### config.mk
export PLATFORM = sky130hd
export DESIGN_NAME = motor_position_pid_with_stall_detect_top
export DESIGN_NICKNAME = d
export VERILOG_FILES = /design/src/rtl/mppid_pkg.sv /design/src/rtl/motor_position_pid_with_stall_detect_top.sv /design/src/rtl/mppid_core.sv
export SDC_FILE = /design/constraint.sdc
export NUM_CORES = 2
export LEC_CHECK = 0
export BUFFER_PORTS_ARGS = -buffer_cell sky130_fd_sc_hd__buf_2
export CORE_MARGIN = 2
export CORE_UTILIZATION = 35
export CTS_CLUSTER_SIZE = 8
export DETAILED_ROUTE_END_ITERATION = 10
export GPL_TIMING_DRIVEN = 0
export MAX_ROUTING_LAYER = met4
export PLACE_DENSITY = 0.56
export RECOVER_POWER = 25
export SLEW_MARGIN = 0
export SYNTH_ARGS = -nofsm -noshare
export SYNTH_HDL_FRONTEND = slang
export SYNTH_SLANG_ARGS = --single-unit
### constraint.sdc
create_clock -name clk_i -period 22.9 [get_ports clk_i]
set_input_delay 2.29 -clock clk_i [delete_from_list [all_inputs] [get_ports clk_i]]
set_output_delay 2.29 -clock clk_i [all_outputs]
set_load 0.01 [all_outputs]
### src/rtl/mppid_pkg.sv
`timescale 1ns / 1ps
`default_nettype none

package mppid_pkg;

  localparam int unsigned DIFF_LIMIT = 1023;

  localparam int unsigned CFG_IDX_W  = 3;
  localparam int unsigned CFG_DATA_W = 16;
  localparam int unsigned IN_DATA_W  = 56;
  localparam int unsigned OUT_DATA_W = 24;

  localparam logic [CFG_IDX_W-1:0] REG_PROP_GAIN         = 3'd0;
  localparam logic [CFG_IDX_W-1:0] REG_INTEG_GAIN        = 3'd1;
  localparam logic [CFG_IDX_W-1:0] REG_DERIV_GAIN        = 3'd2;
  localparam logic [CFG_IDX_W-1:0] REG_ERROR_LIMIT       = 3'd3;
  localparam logic [CFG_IDX_W-1:0] REG_INTEGRAL_LIMIT    = 3'd4;
  localparam logic [CFG_IDX_W-1:0] REG_STALL_ERROR_LIMIT = 3'd5;
  localparam logic [CFG_IDX_W-1:0] REG_STALL_SPEED_LIMIT = 3'd6;
  localparam logic [CFG_IDX_W-1:0] REG_STALL_COUNT_LIMIT = 3'd7;

  typedef struct packed {
    logic [11:0] prop_gain;
    logic [10:0] integ_gain;
    logic [9:0]  deriv_gain;
    logic [9:0]  error_limit;
    logic [9:0]  integral_limit;
    logic [15:0] stall_error_limit;
    logic [14:0] stall_speed_limit;
    logic [15:0] stall_count_limit;
  } cfg_t;

  typedef struct packed {
    logic        clear_state;
    logic        ignore_blocking;
    logic        control_enable;
    logic [31:0] target_position;
    logic [15:0] counter_step;
  } step_t;

  typedef struct packed {
    logic        blocked;
    logic        drive_valid;
    logic [15:0] drive_value;
  } result_t;

endpackage

`default_nettype wire

### src/rtl/motor_position_pid_with_stall_detect_top.sv
`timescale 1ns / 1ps
`default_nettype none

// position pid for one motor with stall detection. each input transaction is one control tick:
// it adds counter_step to a wrapping 32-bit shaft position, compares it with target_position,
// counts stall ticks and either runs the saturated pid or, if ignore_blocking is low and the stall
// count passes its limit, clears the loop state and reports blocked with a zero drive. a disabled
// tick gives a zero result and keeps the state unless clear_state is set. one result comes out
// per tick, and a new one is taken every cycle unless the output stalls. the loop state sits in
// single registers updated as the tick leaves the input register. the user must write gains and
// limits through the cfg port only while no tick is in flight; the block does not enforce this.
module motor_position_pid_with_stall_detect_top #(
  parameter int unsigned DiffLimit = mppid_pkg::DIFF_LIMIT
) (
  input  wire                                clk_i,
  input  wire                                rst_ni,
  input  wire                                s_axis_tvalid,
  output logic                               s_axis_tready,
  // counter_step[15:0], target_position[47:16], control_enable[48],
  // ignore_blocking[49], clear_state[50], zero[55:51]
  input  wire  [mppid_pkg::IN_DATA_W-1:0]    s_axis_tdata,
  output logic                               m_axis_tvalid,
  input  wire                                m_axis_tready,
  // drive_value[15:0], drive_valid[16], blocked[17], zero[23:18]
  output logic [mppid_pkg::OUT_DATA_W-1:0]   m_axis_tdata,
  input  wire                                cfg_we_i,
  input  wire  [mppid_pkg::CFG_IDX_W-1:0]    cfg_idx_i,
  input  wire  [mppid_pkg::CFG_DATA_W-1:0]   cfg_data_i
);

  mppid_pkg::cfg_t    cfg_q;
  mppid_pkg::step_t   s1_q;
  mppid_pkg::result_t res;
  mppid_pkg::result_t out_q;
  logic               s1_valid_q;
  logic               out_valid_q;
  logic               advance;
  logic               fire;

  assign advance       = !out_valid_q || m_axis_tready;
  assign fire          = s1_valid_q && advance;
  assign s_axis_tready = !s1_valid_q || advance;
  assign m_axis_tvalid = out_valid_q;
  assign m_axis_tdata  = {6'd0, out_q};

  always_ff @(posedge clk_i or negedge rst_ni) begin
    if (!rst_ni) begin
      cfg_q.prop_gain         <= '0;
      cfg_q.integ_gain        <= '0;
      cfg_q.deriv_gain        <= '0;
      cfg_q.error_limit       <= 10'd1023;
      cfg_q.integral_limit    <= 10'd1023;
      cfg_q.stall_error_limit <= '0;
      cfg_q.stall_speed_limit <= '0;
      cfg_q.stall_count_limit <= '0;
    end else if (cfg_we_i) begin
      case (cfg_idx_i)
        mppid_pkg::REG_PROP_GAIN:         cfg_q.prop_gain         <= cfg_data_i[11:0];
        mppid_pkg::REG_INTEG_GAIN:        cfg_q.integ_gain        <= cfg_data_i[10:0];
        mppid_pkg::REG_DERIV_GAIN:        cfg_q.deriv_gain        <= cfg_data_i[9:0];
        mppid_pkg::REG_ERROR_LIMIT:       cfg_q.error_limit       <= cfg_data_i[9:0];
        mppid_pkg::REG_INTEGRAL_LIMIT:    cfg_q.integral_limit    <= cfg_data_i[9:0];
        mppid_pkg::REG_STALL_ERROR_LIMIT: cfg_q.stall_error_limit <= cfg_data_i;
        mppid_pkg::REG_STALL_SPEED_LIMIT: cfg_q.stall_speed_limit <= cfg_data_i[14:0];
        mppid_pkg::REG_STALL_COUNT_LIMIT: cfg_q.stall_count_limit <= cfg_data_i;
        default: ;
      endcase
    end
  end

  always_ff @(posedge clk_i or negedge rst_ni) begin
    if (!rst_ni) begin
      s1_valid_q  <= 1'b0;
      out_valid_q <= 1'b0;
    end else begin
      if (s_axis_tready) begin
        s1_valid_q <= s_axis_tvalid;
      end
      if (advance) begin
        out_valid_q <= s1_valid_q;
      end
    end
  end

  always_ff @(posedge clk_i) begin
    if (s_axis_tvalid && s_axis_tready) begin
      s1_q <= s_axis_tdata[50:0];
    end
    if (fire) begin
      out_q <= res;
    end
  end

  mppid_core #(
    .DiffLimit(DiffLimit)
  ) u_core (
    .clk_i  (clk_i),
    .rst_ni (rst_ni),
    .fire_i (fire),
    .cfg_i  (cfg_q),
    .step_i (s1_q),
    .res_o  (res)
  );

  a_stall_full : assert property (@(posedge clk_i) disable iff (!rst_ni)
    !s_axis_tready |-> s1_valid_q && out_valid_q)
    else $error("input stalled with a free stage");

  a_fire_lands : assert property (@(posedge clk_i) disable iff (!rst_ni)
    fire |=> out_valid_q)
    else $error("tick lost between stages");

  a_idle_result : assert property (@(posedge clk_i) disable iff (!rst_ni)
    out_valid_q && !out_q.drive_valid |-> !out_q.blocked && out_q.drive_value == '0)
    else $error("disabled tick produced a drive or blocked flag");

endmodule

`default_nettype wire

### src/rtl/mppid_core.sv
`timescale 1ns / 1ps
`default_nettype none

module mppid_core #(
  parameter int unsigned DiffLimit = mppid_pkg::DIFF_LIMIT
) (
  input  wire                  clk_i,
  input  wire                  rst_ni,
  input  wire                  fire_i,
  input  mppid_pkg::cfg_t      cfg_i,
  input  mppid_pkg::step_t     step_i,
  output mppid_pkg::result_t   res_o
);

  localparam logic signed [11:0] DiffLim = 12'(DiffLimit);

  logic        [31:0] pos_q;
  logic signed [10:0] integ_q;
  logic signed [10:0] prev_q;
  logic        [15:0] stall_q;

  logic        [31:0] pos_base;
  logic signed [10:0] integ_base;
  logic signed [10:0] prev_base;
  logic        [15:0] stall_base;

  logic signed [15:0] step;
  logic        [31:0] pos_d;
  logic signed [31:0] err;
  logic signed [32:0] err_ext;
  logic        [32:0] abs_err;
  logic signed [16:0] step_ext;
  logic        [16:0] abs_step;
  logic               stall_hit;
  logic        [15:0] stall_d;
  logic               blocked_hit;

  logic signed [31:0] err_lim;
  logic signed [10:0] e;
  logic signed [11:0] integ_lim;
  logic signed [11:0] integ_sum;
  logic signed [10:0] integ_d;
  logic signed [11:0] diff_raw;
  logic signed [11:0] diff;
  logic signed [25:0] p_term;
  logic signed [25:0] i_term;
  logic signed [25:0] d_term;
  logic signed [25:0] pid;

  always_comb begin
    pos_base   = step_i.clear_state ? '0 : pos_q;
    integ_base = step_i.clear_state ? '0 : integ_q;
    prev_base  = step_i.clear_state ? '0 : prev_q;
    stall_base = step_i.clear_state ? '0 : stall_q;

    step  = $signed(step_i.counter_step);
    pos_d = pos_base + {{16{step[15]}}, step_i.counter_step};
    err   = $signed(step_i.target_position - pos_d);

    err_ext  = 33'(err);
    abs_err  = err[31] ? 33'(-err_ext) : 33'(err_ext);
    step_ext = 17'(step);
    abs_step = step[15] ? 17'(-step_ext) : 17'(step_ext);

    stall_hit = (abs_err > {17'd0, cfg_i.stall_error_limit}) &&
                (abs_step < {2'd0, cfg_i.stall_speed_limit});
    if (stall_hit) begin
      stall_d = (stall_base == 16'hFFFF) ? stall_base : stall_base + 16'd1;
    end else begin
      stall_d = '0;
    end
    blocked_hit = !step_i.ignore_blocking && (stall_d > cfg_i.stall_count_limit);

    err_lim = $signed({22'd0, cfg_i.error_limit});
    if (err > err_lim) begin
      e = $signed({1'b0, cfg_i.error_limit});
    end else if (err < -err_lim) begin
      e = -$signed({1'b0, cfg_i.error_limit});
    end else begin
      e = err[10:0];
    end

    integ_lim = $signed({2'd0, cfg_i.integral_limit});
    integ_sum = 12'(integ_base) + 12'(e);
    if (integ_sum > integ_lim) begin
      integ_d = integ_lim[10:0];
    end else if (integ_sum < -integ_lim) begin
      integ_d = 11'(-integ_lim);
    end else begin
      integ_d = integ_sum[10:0];
    end

    diff_raw = 12'(e) - 12'(prev_base);
    if (diff_raw > DiffLim) begin
      diff = DiffLim;
    end else if (diff_raw < -DiffLim) begin
      diff = -DiffLim;
    end else begin
      diff = diff_raw;
    end

    p_term = 26'(e) * 26'($signed({1'b0, cfg_i.prop_gain}));
    i_term = 26'(integ_d) * 26'($signed({1'b0, cfg_i.integ_gain}));
    d_term = 26'(diff) * 26'($signed({1'b0, cfg_i.deriv_gain}));
    pid    = p_term + i_term + d_term;

    res_o = '0;
    if (step_i.control_enable) begin
      res_o.drive_valid = 1'b1;
      if (blocked_hit) begin
        res_o.blocked = 1'b1;
      end else begin
        res_o.drive_value = pid[23:8];
      end
    end
  end

  always_ff @(posedge clk_i or negedge rst_ni) begin
    if (!rst_ni) begin
      pos_q   <= '0;
      integ_q <= '0;
      prev_q  <= '0;
      stall_q <= '0;
    end else if (fire_i) begin
      if (step_i.control_enable) begin
        if (blocked_hit) begin
          pos_q   <= '0;
          integ_q <= '0;
          prev_q  <= '0;
          stall_q <= '0;
        end else begin
          pos_q   <= pos_d;
          integ_q <= integ_d;
          prev_q  <= e;
          stall_q <= stall_d;
        end
      end else if (step_i.clear_state) begin
        pos_q   <= '0;
        integ_q <= '0;
        prev_q  <= '0;
        stall_q <= '0;
      end
    end
  end

  a_blocked_clears : assert property (@(posedge clk_i) disable iff (!rst_ni)
    fire_i && res_o.blocked |=> pos_q == '0 && integ_q == '0 && prev_q == '0 && stall_q == '0)
    else $error("blocked transaction left state behind");

  a_idle_holds : assert property (@(posedge clk_i) disable iff (!rst_ni)
    fire_i && !step_i.control_enable && !step_i.clear_state
    |=> $stable(pos_q) && $stable(integ_q) && $stable(prev_q) && $stable(stall_q))
    else $error("disabled transaction changed state");

  a_blocked_zero : assert property (@(posedge clk_i) disable iff (!rst_ni)
    res_o.blocked |-> !step_i.ignore_blocking && res_o.drive_value == '0 && res_o.drive_valid)
    else $error("blocked result with drive or while ignoring blocking");

endmodule

`default_nettype wire

==> impl_metrics.yaml <==
route:
  postRouteAntennaNets: 0
  wirelength_microns: 90200
  dr.pass1.iters: 5
  drt-vias-per-instance: 5.06
  route.met3.wl_microns: 4990
  wl_per_cell_microns: 17.8
  routed-wl-met2_microns: 38800
  drtIter0Drc: 1461
  dr.max_layer_used: "met4"
  num_vias: 25700
  wl_met1_microns: 44700
  drcViolationCount: 0
clock_network:
  cts.sinks: 241
  cts_buffer_depth: 3
  tritoncts: "done"
  clkLatencyLatePin_ns: 0.59
  ctsRootBufferMaster: "clkbuf_16"
  h-tree-depth: 2
  cts_made_buffers: 39
  clkSlewWorstSetupHoldPaths_ns: 0.05
layout:
  area_growth_syn_to_layout_pct: 11.0
  drive_gt1_share_pct: 9.52
  fin_nets: 4597
  utilization_pct: 39.2
  fill_cells: 9576
yosys:
  netlist.area_leader.share_pct: 20.0
  yosysWarnings: 0
  synth_edf_count: 69
  yosysMostFrequentCell: "inv_1"
  syn_inst: 3649
  yosysUniqueCellTypes: 100
  synth.avg_cell_area_sq_um: 9.04
  synth.largest_area_cell: "fa_1"
  syn_area_sq_mm: 0.0330
  synthTopCellsByArea: "fa_1 20%, ha_1 15%, dfrtp_1 12%"
  yosysSeqAreaShare_pct: 19.4
  synthTopCellsByCount: "596 x inv_1, 397 x ha_1, 334 x nand2_1"
  async_flop_share_pct: 71.4
  synthFlopType: "dfrtp_1"
  synth_seq_cells: 241
die:
  fp.dieArea_sq_mm: 0.0967
  core_sq_mm: 0.0933
  io-pin-count: 106
  rows: 112
  die_h_microns: 311
  chipWidth_microns: 311
  initial_core_util_pct: 35.3
sta:
  worst_slew_pin_slew_ns: 5.10
  fin_skew_ns: 0.0354
  slew_headroom_pct: -240
  setup_ws_ns: 1.51
  final_hold_viol_count: 0
  setup_viol_count_final: 0
  drv_slew: 85
  max_freq_mhz: 46.7
  fin_crit_ns: 21.39
  fin_crit_sh_pct: 93.4
worst_setup_path:
  cp-end-kind: "flip-flop"
  start_kind: "flip-flop"
  crit_fanout: 11
  crit_path_top_delay_cell: "fa_1"
  crit_arrival_ns: 21.70
  required_ns: 23.21
  worst_path_largest_cell_delay_ns: 0.54
  timing.rr.end: "m_axis_tdata[13]"
  r2r_setup_slack_ns: 1.51
  path_class: "flip-flop to flip-flop"
  cpMostUsedCell: "ha_1"
  r2r.worst_path.cells: 92
  r2r_start: "s1_q[50]"
place:
  pre_cts_slack_ns: -2.69
  hpwlAfterDp_microns: 72700
  routabilityCongestion: 0.898
  port_buffers: 90
global_routing:
  grt_pass1_wl_microns: 144000
  grt_max_degree: 90
  antenna_found_initial: 8
  grt_pass1_vias: 25500
  overflow: 0
  grt_usage_pct: 19.3
min_path:
  whs_endpoint: "u_core.pos_q[19]"
  hp-class: "flip-flop to flip-flop"
  holdPathStages: 2
  hold_start: "u_core.pos_q[19]"
status:
  status: "complete, but fails checks"
  violations: "max-capacitance violations, max-slew violations"
job:
  max_cap_viol_count: 1
[sequential cells by signal, summed over array words and instances, names as in the netlist]
signal          cells
cfg_q             100
s1_q               51
u_core.pos_q       32
m_axis_tdata       18
u_core.stall_q     16
u_core.integ_q     11
u_core.prev_q      11
m_axis_tvalid       1
s1_valid_q          1
[worst max-delay path, delay by kind of cell (launching register included)]
kind	cells	cell delay [ns]
AOI/OAI and AO/OA	47	8.91
adders and majority gates	18	7.08
buffers and inverters	12	1.93
and+or+nand+nor	11	1.56
xor gates and xnor gates	3	0.73
DFF	1	0.51
muxes	1	0.35
[final cells by class]
type	count	area (sq um)	share of cell area (%)
flip-flops and latches	241	6400	17.5
clock buffers	61	1120	3.06
inverters	598	2250	6.14
multi-input cells	2682	24000	65.5
diodes	2	5.00	0.0137
repair buffers	98	536	1.46
plain buffers	130	604	1.65
well taps	1254	1570	4.29
clock inverters	5	130	0.356
[cells by family (layout without fill, tap and decap cells)]
kind of cell	count (synthesis)	after routing	synth area share (%)
simple gates	1062	1062	16.5
fa+ha+maj	733	733	35.3
buf+inv	731	892	8.45
compound gates	611	611	12.3
flops	241	241	19.4
xor+xnor	171	171	4.69
mux	99	99	3.35
other cells	1	8	0.0114
[layer usage]
metal | vias up | track usage [%]
met4 | 0 | 4.10
met1 | 12600 | 27.7
met3 | 95 | 2.61
met2 | 567 | 29.0
met5 | - | -
li1 | 12400 | -
[worst max path at each step]
| stage | end | startpoint | cells past startpoint | slack, ns |
|---|---|---|---|---|
| 2_1_floorplan | m_axis_tdata[13] | s1_q[50] | 96 | 2.65 |
| 3_3_place_gp | m_axis_tdata[13] | s1_q[50] | 99 | -2.64 |
| 3_5_place_dp | m_axis_tdata[13] | s1_q[50] | 99 | -2.69 |
| 4_1_cts | m_axis_tdata[13] | s1_q[50] | 92 | 0.02 |
| 5_1_grt | m_axis_tdata[13] | s1_q[50] | 96 | -0.02 |
| 6_report | m_axis_tdata[13] | s1_q[50] | 92 | 1.51 |
[cells in the final DEF, fill, tap and decap left out, types with 57 or more instances in the layout]
cell type / instances
ha_1: 397
edfxtp_1: 69
a21o_1: 66
nand2_1: 334
dfrtp_1: 152
inv_1: 595
a21oi_1: 128
xnor2_1: 117
o21ai_0: 142
nor3_1: 57
nor2_1: 143
fa_1: 330
buf_2: 100
and2_1: 156
clkbuf_1: 107
nor2b_1: 110
mux2_2: 92
[what timing repair did]
action | 4_1_cts | 5_1_grt
setup endpoints to repair | 16 | 12
resized for setup | 26 | 79
buffers inserted | 3 | 2
gates cloned | 0 | 0
pin swaps | 0 | 4
hold buffers | 0 | 0
[stage by stage]
step / instance area, sq um / hold slack (ns) / setup TNS, ns / std cells
floorplan: 33000 / 0.442 / 0 / 3654
global placement: 35000 / 0.453 / -24.62 / 4998
detailed placement: 35100 / 0.463 / -25.43 / 5001
CTS: 36400 / 0.474 / 0 / 5067
global route: 36600 / 0.495 / -0.0295 / 5069
finish: 36600 / 0.467 / 0 / 5071
Power is not shown: default switching activity piles up to over one toggle a cycle in this logic, so the estimate is an artifact.
